`config.mk`:
```
export PLATFORM = sky130hd
export DESIGN_NAME = aes128_key_exp
export DESIGN_NICKNAME = d
export VERILOG_FILES = /design/src/hdl/aes128_pkg.sv /design/src/hdl/aes128_key_exp.sv
export SDC_FILE = /design/constraint.sdc
export NUM_CORES = 2
export LEC_CHECK = 0
export BUFFER_PORTS_ARGS = -buffer_cell sky130_fd_sc_hd__buf_2
export CORE_AREA = 2 2 567 569
export CTS_BUF_LIST = sky130_fd_sc_hd__clkbuf_4
export CTS_CLUSTER_SIZE = 30
export DETAILED_ROUTE_END_ITERATION = 10
export DIE_AREA = 0 0 569 571
export GPL_TIMING_DRIVEN = 1
export PLACE_DENSITY = 0.41
export SLEW_MARGIN = 0
export SYNTH_ARGS = -nofsm -noshare
export SYNTH_HDL_FRONTEND = slang
export SYNTH_SLANG_ARGS = --single-unit
```
`constraint.sdc`:
```
create_clock -name i_clk -period 9.7 [get_ports i_clk]
set_input_delay 2.425 -clock i_clk [delete_from_list [all_inputs] [get_ports i_clk]]
set_output_delay 2.425 -clock i_clk [all_outputs]
set_load 0.05 [all_outputs]
```
`src/hdl/aes128_pkg.sv`:
```
`default_nettype none
// ----------------------------------------------------------------------------
// AES-128 package
// Shared types, constants, the S-box tables and the GF(2^8) helpers that the
// key expansion and the round pipeline both use.
// ----------------------------------------------------------------------------
package aes128_pkg;

    localparam int unsigned CFG_IDX_W  = 1;
    localparam int unsigned CFG_DATA_W = 64;
    localparam logic [CFG_IDX_W-1:0] REG_KEY_HIGH = 1'b0;
    localparam logic [CFG_IDX_W-1:0] REG_KEY_LOW  = 1'b1;

    localparam int unsigned NUM_ROUNDS = 10;
    localparam int unsigned NUM_KEYS   = NUM_ROUNDS + 1;

    localparam logic MODE_ENC = 1'b0;
    localparam logic MODE_DEC = 1'b1;

    localparam logic [7:0] POLY_LOW = 8'h1b;

    typedef struct packed {
        logic        mode;
        logic [63:0] block_high;
        logic [63:0] block_low;
    } t_in_item;

    typedef struct packed {
        logic [63:0] result_high;
        logic [63:0] result_low;
    } t_out_item;

    typedef logic [127:0] t_state;

    typedef struct packed {
        logic   vld;
        logic   mode;
        t_state st;
    } t_stage;

    localparam logic [7:0] FWD_SBOX [256] = '{
        8'h63,8'h7c,8'h77,8'h7b,8'hf2,8'h6b,8'h6f,8'hc5,8'h30,8'h01,8'h67,8'h2b,8'hfe,8'hd7,8'hab,8'h76,
        8'hca,8'h82,8'hc9,8'h7d,8'hfa,8'h59,8'h47,8'hf0,8'had,8'hd4,8'ha2,8'haf,8'h9c,8'ha4,8'h72,8'hc0,
        8'hb7,8'hfd,8'h93,8'h26,8'h36,8'h3f,8'hf7,8'hcc,8'h34,8'ha5,8'he5,8'hf1,8'h71,8'hd8,8'h31,8'h15,
        8'h04,8'hc7,8'h23,8'hc3,8'h18,8'h96,8'h05,8'h9a,8'h07,8'h12,8'h80,8'he2,8'heb,8'h27,8'hb2,8'h75,
        8'h09,8'h83,8'h2c,8'h1a,8'h1b,8'h6e,8'h5a,8'ha0,8'h52,8'h3b,8'hd6,8'hb3,8'h29,8'he3,8'h2f,8'h84,
        8'h53,8'hd1,8'h00,8'hed,8'h20,8'hfc,8'hb1,8'h5b,8'h6a,8'hcb,8'hbe,8'h39,8'h4a,8'h4c,8'h58,8'hcf,
        8'hd0,8'hef,8'haa,8'hfb,8'h43,8'h4d,8'h33,8'h85,8'h45,8'hf9,8'h02,8'h7f,8'h50,8'h3c,8'h9f,8'ha8,
        8'h51,8'ha3,8'h40,8'h8f,8'h92,8'h9d,8'h38,8'hf5,8'hbc,8'hb6,8'hda,8'h21,8'h10,8'hff,8'hf3,8'hd2,
        8'hcd,8'h0c,8'h13,8'hec,8'h5f,8'h97,8'h44,8'h17,8'hc4,8'ha7,8'h7e,8'h3d,8'h64,8'h5d,8'h19,8'h73,
        8'h60,8'h81,8'h4f,8'hdc,8'h22,8'h2a,8'h90,8'h88,8'h46,8'hee,8'hb8,8'h14,8'hde,8'h5e,8'h0b,8'hdb,
        8'he0,8'h32,8'h3a,8'h0a,8'h49,8'h06,8'h24,8'h5c,8'hc2,8'hd3,8'hac,8'h62,8'h91,8'h95,8'he4,8'h79,
        8'he7,8'hc8,8'h37,8'h6d,8'h8d,8'hd5,8'h4e,8'ha9,8'h6c,8'h56,8'hf4,8'hea,8'h65,8'h7a,8'hae,8'h08,
        8'hba,8'h78,8'h25,8'h2e,8'h1c,8'ha6,8'hb4,8'hc6,8'he8,8'hdd,8'h74,8'h1f,8'h4b,8'hbd,8'h8b,8'h8a,
        8'h70,8'h3e,8'hb5,8'h66,8'h48,8'h03,8'hf6,8'h0e,8'h61,8'h35,8'h57,8'hb9,8'h86,8'hc1,8'h1d,8'h9e,
        8'he1,8'hf8,8'h98,8'h11,8'h69,8'hd9,8'h8e,8'h94,8'h9b,8'h1e,8'h87,8'he9,8'hce,8'h55,8'h28,8'hdf,
        8'h8c,8'ha1,8'h89,8'h0d,8'hbf,8'he6,8'h42,8'h68,8'h41,8'h99,8'h2d,8'h0f,8'hb0,8'h54,8'hbb,8'h16
    };

    localparam logic [7:0] DEC_SBOX [256] = '{
        8'h52,8'h09,8'h6a,8'hd5,8'h30,8'h36,8'ha5,8'h38,8'hbf,8'h40,8'ha3,8'h9e,8'h81,8'hf3,8'hd7,8'hfb,
        8'h7c,8'he3,8'h39,8'h82,8'h9b,8'h2f,8'hff,8'h87,8'h34,8'h8e,8'h43,8'h44,8'hc4,8'hde,8'he9,8'hcb,
        8'h54,8'h7b,8'h94,8'h32,8'ha6,8'hc2,8'h23,8'h3d,8'hee,8'h4c,8'h95,8'h0b,8'h42,8'hfa,8'hc3,8'h4e,
        8'h08,8'h2e,8'ha1,8'h66,8'h28,8'hd9,8'h24,8'hb2,8'h76,8'h5b,8'ha2,8'h49,8'h6d,8'h8b,8'hd1,8'h25,
        8'h72,8'hf8,8'hf6,8'h64,8'h86,8'h68,8'h98,8'h16,8'hd4,8'ha4,8'h5c,8'hcc,8'h5d,8'h65,8'hb6,8'h92,
        8'h6c,8'h70,8'h48,8'h50,8'hfd,8'hed,8'hb9,8'hda,8'h5e,8'h15,8'h46,8'h57,8'ha7,8'h8d,8'h9d,8'h84,
        8'h90,8'hd8,8'hab,8'h00,8'h8c,8'hbc,8'hd3,8'h0a,8'hf7,8'he4,8'h58,8'h05,8'hb8,8'hb3,8'h45,8'h06,
        8'hd0,8'h2c,8'h1e,8'h8f,8'hca,8'h3f,8'h0f,8'h02,8'hc1,8'haf,8'hbd,8'h03,8'h01,8'h13,8'h8a,8'h6b,
        8'h3a,8'h91,8'h11,8'h41,8'h4f,8'h67,8'hdc,8'hea,8'h97,8'hf2,8'hcf,8'hce,8'hf0,8'hb4,8'he6,8'h73,
        8'h96,8'hac,8'h74,8'h22,8'he7,8'had,8'h35,8'h85,8'he2,8'hf9,8'h37,8'he8,8'h1c,8'h75,8'hdf,8'h6e,
        8'h47,8'hf1,8'h1a,8'h71,8'h1d,8'h29,8'hc5,8'h89,8'h6f,8'hb7,8'h62,8'h0e,8'haa,8'h18,8'hbe,8'h1b,
        8'hfc,8'h56,8'h3e,8'h4b,8'hc6,8'hd2,8'h79,8'h20,8'h9a,8'hdb,8'hc0,8'hfe,8'h78,8'hcd,8'h5a,8'hf4,
        8'h1f,8'hdd,8'ha8,8'h33,8'h88,8'h07,8'hc7,8'h31,8'hb1,8'h12,8'h10,8'h59,8'h27,8'h80,8'hec,8'h5f,
        8'h60,8'h51,8'h7f,8'ha9,8'h19,8'hb5,8'h4a,8'h0d,8'h2d,8'he5,8'h7a,8'h9f,8'h93,8'hc9,8'h9c,8'hef,
        8'ha0,8'he0,8'h3b,8'h4d,8'hae,8'h2a,8'hf5,8'hb0,8'hc8,8'heb,8'hbb,8'h3c,8'h83,8'h53,8'h99,8'h61,
        8'h17,8'h2b,8'h04,8'h7e,8'hba,8'h77,8'hd6,8'h26,8'he1,8'h69,8'h14,8'h63,8'h55,8'h21,8'h0c,8'h7d
    };

    function automatic logic [7:0] xtime(input logic [7:0] v);
        return {v[6:0], 1'b0} ^ (v[7] ? POLY_LOW : 8'h00);
    endfunction

    function automatic logic [31:0] sub_word(input logic [31:0] w);
        return {FWD_SBOX[w[31:24]], FWD_SBOX[w[23:16]], FWD_SBOX[w[15:8]], FWD_SBOX[w[7:0]]};
    endfunction

endpackage : aes128_pkg
`default_nettype wire

```
`src/hdl/aes128_key_exp.sv`:
```
`default_nettype none
// ----------------------------------------------------------------------------
// AES-128 key expansion
// Holds the cipher key and expands it one round key per cycle into a bank of
// eleven 128-bit round-key registers, restarting whenever a key word is written.
// ----------------------------------------------------------------------------
module aes128_key_exp (
    input  wire logic                               i_clk,
    input  wire logic                               i_rst_n,
    input  wire logic                               i_cfg_we,
    input  wire logic [aes128_pkg::CFG_IDX_W-1:0]   i_cfg_idx,
    input  wire logic [aes128_pkg::CFG_DATA_W-1:0]  i_cfg_data,
    output logic [aes128_pkg::NUM_KEYS-1:0][127:0]  o_round_keys
);
    import aes128_pkg::*;

    localparam int unsigned CNT_W = $clog2(NUM_KEYS + 1);

    logic [63:0]  r_key_high, r_key_low;
    logic [CNT_W-1:0] r_cnt;
    logic [7:0]   r_rcon;
    logic [127:0] r_prev;
    logic [NUM_KEYS-1:0][127:0] r_rk;
    logic [127:0] n_next;
    logic [31:0]  w0, w1, w2, w3, t;

    // One round key per cycle; the chain is a handful of XORs and four S-box lookups.
    always_comb begin
        t  = sub_word({r_prev[23:0], r_prev[31:24]}) ^ {r_rcon, 24'h0};
        w0 = r_prev[127:96] ^ t;
        w1 = r_prev[95:64] ^ w0;
        w2 = r_prev[63:32] ^ w1;
        w3 = r_prev[31:0] ^ w2;
        n_next = {w0, w1, w2, w3};
    end

    always_ff @(posedge i_clk) begin
        if (!i_rst_n) begin
            r_key_high <= '0;
            r_key_low  <= '0;
            r_cnt      <= '0;
            r_rcon     <= 8'h01;
            r_prev     <= '0;
        end else if (i_cfg_we) begin
            if (i_cfg_idx == REG_KEY_HIGH) begin
                r_key_high <= i_cfg_data;
                r_prev     <= {i_cfg_data, r_key_low};
            end else begin
                r_key_low <= i_cfg_data;
                r_prev    <= {r_key_high, i_cfg_data};
            end
            r_cnt  <= '0;
            r_rcon <= 8'h01;
        end else if (r_cnt < CNT_W'(NUM_KEYS)) begin
            r_cnt <= r_cnt + 1'b1;
            if (r_cnt != '0) begin
                r_prev <= n_next;
                r_rcon <= xtime(r_rcon);
            end
        end
    end

    always_ff @(posedge i_clk) begin
        if (r_cnt == '0) begin
            r_rk[0] <= r_prev;
        end
        for (int k = 1; k < NUM_KEYS; k++) begin
            if (r_cnt == CNT_W'(k)) begin
                r_rk[k] <= n_next;
            end
        end
    end

    assign o_round_keys = r_rk;

`ifndef SYNTHESIS
    a_cnt_range: assert property (@(posedge i_clk) disable iff (!i_rst_n)
        r_cnt <= CNT_W'(NUM_KEYS)) else $error("key counter overran");
    a_restart: assert property (@(posedge i_clk) disable iff (!i_rst_n)
        i_cfg_we |=> r_cnt == '0) else $error("key write did not restart expansion");
    a_rcon_first: assert property (@(posedge i_clk) disable iff (!i_rst_n)
        r_cnt == '0 |-> r_rcon == 8'h01) else $error("round constant not reset");
`endif
endmodule : aes128_key_exp
`default_nettype wire

```
; Yosys cells after proc, flatten, opt, wreduce, memory -nomap -nowiden
; Memories as Yosys holds them, arrays and structs flattened.
; Cells that the tools add are included.
[totals]
ff_bits = 1676
mem_bits_ro = 8192
inputBits = 68
out_inout_bits = 1408
word_cells = 70
mem_count = 4
[classes]
addsub = 1
magnitude_cmp = 5
n_eq_ne = 10
muxes = 13
n_bitwise = 12
n_reduce_logical = 9
[mem_list]
columns = memory, depth, word_bits, rd, rd_ports_with_merged_regs, wr, line_no
row1 = (name not given), 256, 8, 1, 0, 0, aes128_pkg.sv:84  ; return {FWD_SBOX[w[31:24]], FWD_SBOX[w[23:16]], FWD_SBOX[w[15:8]], FWD_SBOX[w[7:0]]};
row2 = (name not given), 256, 8, 1, 0, 0, aes128_pkg.sv:84
row3 = (name not given), 256, 8, 1, 0, 0, aes128_pkg.sv:84
row4 = (name not given), 256, 8, 1, 0, 0, aes128_pkg.sv:84
[ops]
columns = cell, n
row1 = $mux 128, 4
row2 = $xor 32x32->32, 5
row3 = $mux 8, 8
row4 = $ge 9x9->1 const B, 4
row5 = $not 8->9, 4
row6 = $eq 4x3->1 const B, 4
row7 = $eq 4x4->1 const B, 3
row8 = $eq 4x2->1 const B, 2
row9 = $reduce_and 2->1, 4
row10 = $xor 8x5->8, 1
row11 = $mux 5, 1
row12 = $add 4x1->4 const B, 1
row13 = $eq 4x1->1 const B, 1
row14 = $logic_not 4->1, 1
row15 = $lt 4x4->1 const B, 1
row16 = $reduce_bool 2->1, 2
row17 = $reduce_bool 4->1, 1
row18 = $not 1->1, 2
row19 = $reduce_or 2->1, 1

; Depth between registers and ports, before layout
[depth]
word_depth = 12
depth_mapped = 15
ltp_nobuf = 12

; Worst setup path after synthesis
; No wires, ideal clock.
[synth_path]
path_kind = flip-flop to flip-flop
start = reg r_prev[9]
end = reg r_rk (netlist bit o_round_keys[1042]) (data pin)
t_arrival_ps = 4019
t_required_ps = 9381
slack_ps = 5362
path_stages_with_launch = 13
path_buffers = 2
synth_period_minus_slack_ps = 4338
path_cell_list = dfxtp_1 > buf_2 > clkinv_1 > ha_1 > clkbuf_1 > nand2_1 > a21oi_1 > o221a_2 > a311o_1 > a32o_1 > xnor2_1 > xor2_1 > xnor2_1
[synth_between]
elab_chain_cells = 9
[synth_lines]
columns = item, line_no
row1 = from (decl), aes128_key_exp.sv:22  ; logic [127:0] r_prev;
row2 = from (signal assigned), aes128_key_exp.sv:47  ; r_prev <= {i_cfg_data, r_key_low};
row3 = from (signal assigned), aes128_key_exp.sv:50  ; r_prev <= {r_key_high, i_cfg_data};
row4 = from (signal assigned), aes128_key_exp.sv:57  ; r_prev <= n_next;
row5 = $not 8->9 (implied by the code), aes128_pkg.sv:84
row6 = $mem_v2 256x8, --
row7 = $mux 8 (implied by the code) (2 in a row), aes128_pkg.sv:84
row8 = $xor 32x32->32, aes128_key_exp.sv:29  ; t = sub_word({r_prev[23:0], r_prev[31:24]}) ^ {r_rcon, 24'h0};
row9 = $xor 32x32->32, aes128_key_exp.sv:30  ; w0 = r_prev[127:96] ^ t;
row10 = $xor 32x32->32, aes128_key_exp.sv:31  ; w1 = r_prev[95:64] ^ w0;
row11 = net w1[18], aes128_key_exp.sv:25  ; logic [31:0] w0, w1, w2, w3, t;
row12 = $xor 32x32->32, aes128_key_exp.sv:32  ; w2 = r_prev[63:32] ^ w1;
row13 = net w2[18], aes128_key_exp.sv:25
row14 = $xor 32x32->32, aes128_key_exp.sv:33  ; w3 = r_prev[31:0] ^ w2;
row15 = net w3[18], aes128_key_exp.sv:25
row16 = "to (signal, indexed assignment)", aes128_key_exp.sv:69  ; r_rk[k] <= n_next;
row17 = to (decl), aes128_key_exp.sv:23  ; logic [NUM_KEYS-1:0][127:0] r_rk;
; The timed path passes the listed nets, and every way through them passes these cells. The select of a mux whose other input is x is not followed.
; A chain may end at the register's enable or synchronous reset.

; Final worst setup path
[layout_path]
start = reg r_prev[9]
end = reg r_rk (netlist bit o_round_keys[1296]) (data pin)
; Same word-level chain as after synthesis.

==> flow_summary.yaml <==
yosys:
  synthSimpleGateAreaFrac_pct: 9.30
  synth_compound_area_share_pct: 12.3
  yosysMostFrequentCell: "edfxtp_1"
  synth_cell_types: 95
  ys_warn_count: 0
  synth_top_family_by_area: "compound AO/OA/AOI/OAI gates"
  synthTopCellsByArea: "edfxtp_1, dfxtp_1, nand2_1"
  synth_flop_cell: "edfxtp_1"
  ys_seq_elements: 1676
  synth_edf_count: 1408
  postSynthAreaPerCell_sq_um: 13.4
  synth_nets: 5424
  syn_inst: 5292
  synthArstFlopShare_pct: 0
  syn-cell-area_sq_um: 71000
  synthMuxAreaShare_pct: 3.84
  synth.top_cell.area_share_pct: 59.6
  synthAdderAreaFrac_pct: 1.13
  synthTopCellsByCount: "edfxtp_1, nand2_1, dfxtp_1"
  ys_seq_area_share_pct: 67.1
  yosys.area.top_type: "edfxtp_1"
  synth_xor_area_share_pct: 3.38
die:
  die_y_microns: 571
  die_area_sq_um: 325000
  ioPinCount: 1476
  fp.coreArea_sq_um: 319000
  die_x_microns: 569
  initial_core_util_pct: 22.2
  rows: 208
power_and_ir_drop:
  power.clock.fraction_pct: 26.2
  seq_power_share_pct: 40.4
  switching_share_pct: 39.9
  p_int_w: 0.0148
  switchingPower_w: 0.00984
  comb_power_share_pct: 33.4
  power.leakage_nw: 33.2
  ir_worst_vdd_mv: 0.122
  pwr_density_cell_nw_per_um2: 275
placement:
  place_hpwl_microns: 252000
  numPortBuffers: 1475
  post-place-ws_ps: 2990
  dp_cells: 10700
  place.gp.congestion: 0.950
setup_path:
  crit_required_ps: 10610
  startpoint_type: "flip-flop"
  endpoint_kind: "flip-flop"
  worst-path-max-fanout: 37
  arrival_ps: 7660
  r2r-end: "o_round_keys[1296]"
  rrSetupSlack_ps: 2960
  rr_worst_depth: 13
  regToRegStartpoint: "r_prev[9]"
  crit_type: "flip-flop to flip-flop"
clock_network:
  cts_buffer_depth: 4
  clk_pin_slew_ps: 60
  post_cts_resize_count: 0
  cts_post_setup_buffers_inserted: 0
  cts_hold_buf: 0
  numCtsBuffers: 449
  h-tree-depth: 5
  cts_tree: "done"
  clock-root-buffer: "clkbuf_4"
  clock-sinks: 1676
  insertion_delay_ps: 1460
grt:
  grt_pass1_vias: 53400
  grt_pass1_wl_microns: 476000
  grt_overflow: 0
  grt_max_degree: 84
  grt_usage_pct: 20.9
  antenna_found_initial: 60
detailed_routing:
  first_pass_iters: 6
  num_vias: 55700
  vias_per_cell: 4.81
  drt_iter0_drc: 5503
  wl_per_cell_microns: 31.0
  ant_nets: 0
  post-route-drc-count: 0
  totalWireLength_microns: 358000
flow_run:
  maxCapViolations: 0
min_path:
  hold_depth: 0
  worstHoldStart: "r_prev[91]"
  hp-class: "flip-flop to flip-flop"
  hold_path_end: "o_round_keys[91]"
final_layout:
  synthToLayoutAreaGrowth_pct: 26.3
  layout.nets: 7111
  drive_gt1_share_pct: 35.5
  post-route-util_pct: 28.1
  stdcell_count: 11600
  fillers: 33300
sta:
  tns_ps: 0
  finalMaxSlewViolations: 0
  finClkSkew_ps: 208
  period_minus_slack_ps: 6740
  max_slew.worst_pin.slew_ps: 1330
  timing.final.ws_setup_ps: 2960
  setup_viol: 0
  fmax_mhz: 148
  hold_viol: 0
  rsz0062_at_grt: "no"
  slew_headroom_pct: 11.0
  period_share_pct: 69.5
status:
  status: "finished clean"
==> through the flow <==
step	hold WS [ps]	area, sq um	power, W
finish	384	89600	0.0247
global route	410	89600	0.0257
CTS	384	89500	0.0249
detailed placement	431	83700	0.0184
global placement	435	83700	0.0183
floorplan	403	71000	0.0141
==> cells by family after synthesis <==
group,Yosys count
buf+inv,498
mux,226
compound gates,1226
simple gates,1352
fa+ha+maj,64
flops,1676
xor+xnor,250
==> power groups by stage <==
stage	sequential, W	combinational, W	clock (W)
2_1_floorplan	0.0108	0.00331	0
3_3_place_gp	0.0101	0.00823	0
3_5_place_dp	0.0101	0.00827	0
4_1_cts	0.00996	0.00828	0.00669
5_1_grt	0.0100	0.00862	0.00704
6_report	0.00996	0.00823	0.00646
==> critical path: stages (launching register included) <==
cell      delay, ps
dfxtp_1         320
buf_4           400
clkinv_1        630
ha_1            950
nand2b_1        550
nand2_1         280
o21ai_0         110
nor3_1          210
o22ai_1         160
nor2_1          660
xnor2_2         240
inv_1           390
xnor2_1         920
xnor2_1         450
==> worst max path at each step <==
| stage | start | to | slack (ps) | cells past startpoint |
|---|---|---|---|---|
| 2_1_floorplan | r_prev[9] | o_round_keys[1042] | 5360 | 12 |
| 3_3_place_gp | r_prev[9] | o_round_keys[1168] | 3110 | 12 |
| 3_5_place_dp | r_prev[9] | o_round_keys[656] | 2990 | 13 |
| 4_1_cts | r_prev[9] | o_round_keys[1296] | 2920 | 13 |
| 5_1_grt | r_prev[9] | o_round_keys[1296] | 2420 | 12 |
| 6_report | r_prev[9] | o_round_keys[1296] | 2960 | 13 |
==> routing by layer <==
layer | up-vias | part of all wire [%] | global-route usage (%) | routed length, microns
met1 | 28800 | 41 | 26.6 | 148000
met2 | 2597 | 49 | 35.6 | 176000
li1 | 23800 | - | - | -
met5 | - | 0.016 | 0 | 58
met4 | 8 | 3.0 | 6.57 | 10800
met3 | 525 | 6.7 | 4.24 | 24000
==> sequential cells by signal, summed over array words and instances (netlist names) <==
register / flops
r_rcon: 8
r_prev: 128
r_cnt: 4
o_round_keys: 1408
r_key_low: 64
r_key_high: 64
==> layout make-up <==
cell class	count	area [sq um]	share of cell area (%)
Clock buffer	666	5000	5.58
Tap cell	4200	5260	5.86
Inverter	84	333	0.371
Clock inverter	129	795	0.886
Antenna cell	45	113	0.126
Sequential cell	1676	47700	53.2
Timing Repair Buffer	1650	8730	9.74
Multi-Input combinational cell	3118	21700	24.2
==> cell usage in the layout, fill, tap and decap left out, drive strengths merged, types with 29 or more instances in the layout <==
master / n
buf: 1649
edfxtp: 1408
clkbuf: 667
nand2: 505
dfxtp: 268
o21ai: 216
nor2: 197
a21oi: 196
xnor2: 167
mux2i: 144
a21boi: 137
nor3: 109
clkinv: 109
nor2b: 108
nand2b: 99
inv: 94
nand3: 80
xor2: 73
ha: 64
a31oi: 59
o211ai: 59
a211oi: 53
and2: 51
mux2: 50
a311oi: 46
diode: 45
o22ai: 44
o311ai: 35
o311a: 34
mux4: 32
a2111oi: 31
nor3b: 29
No activity file was read; power rests on OpenSTA's default activity.
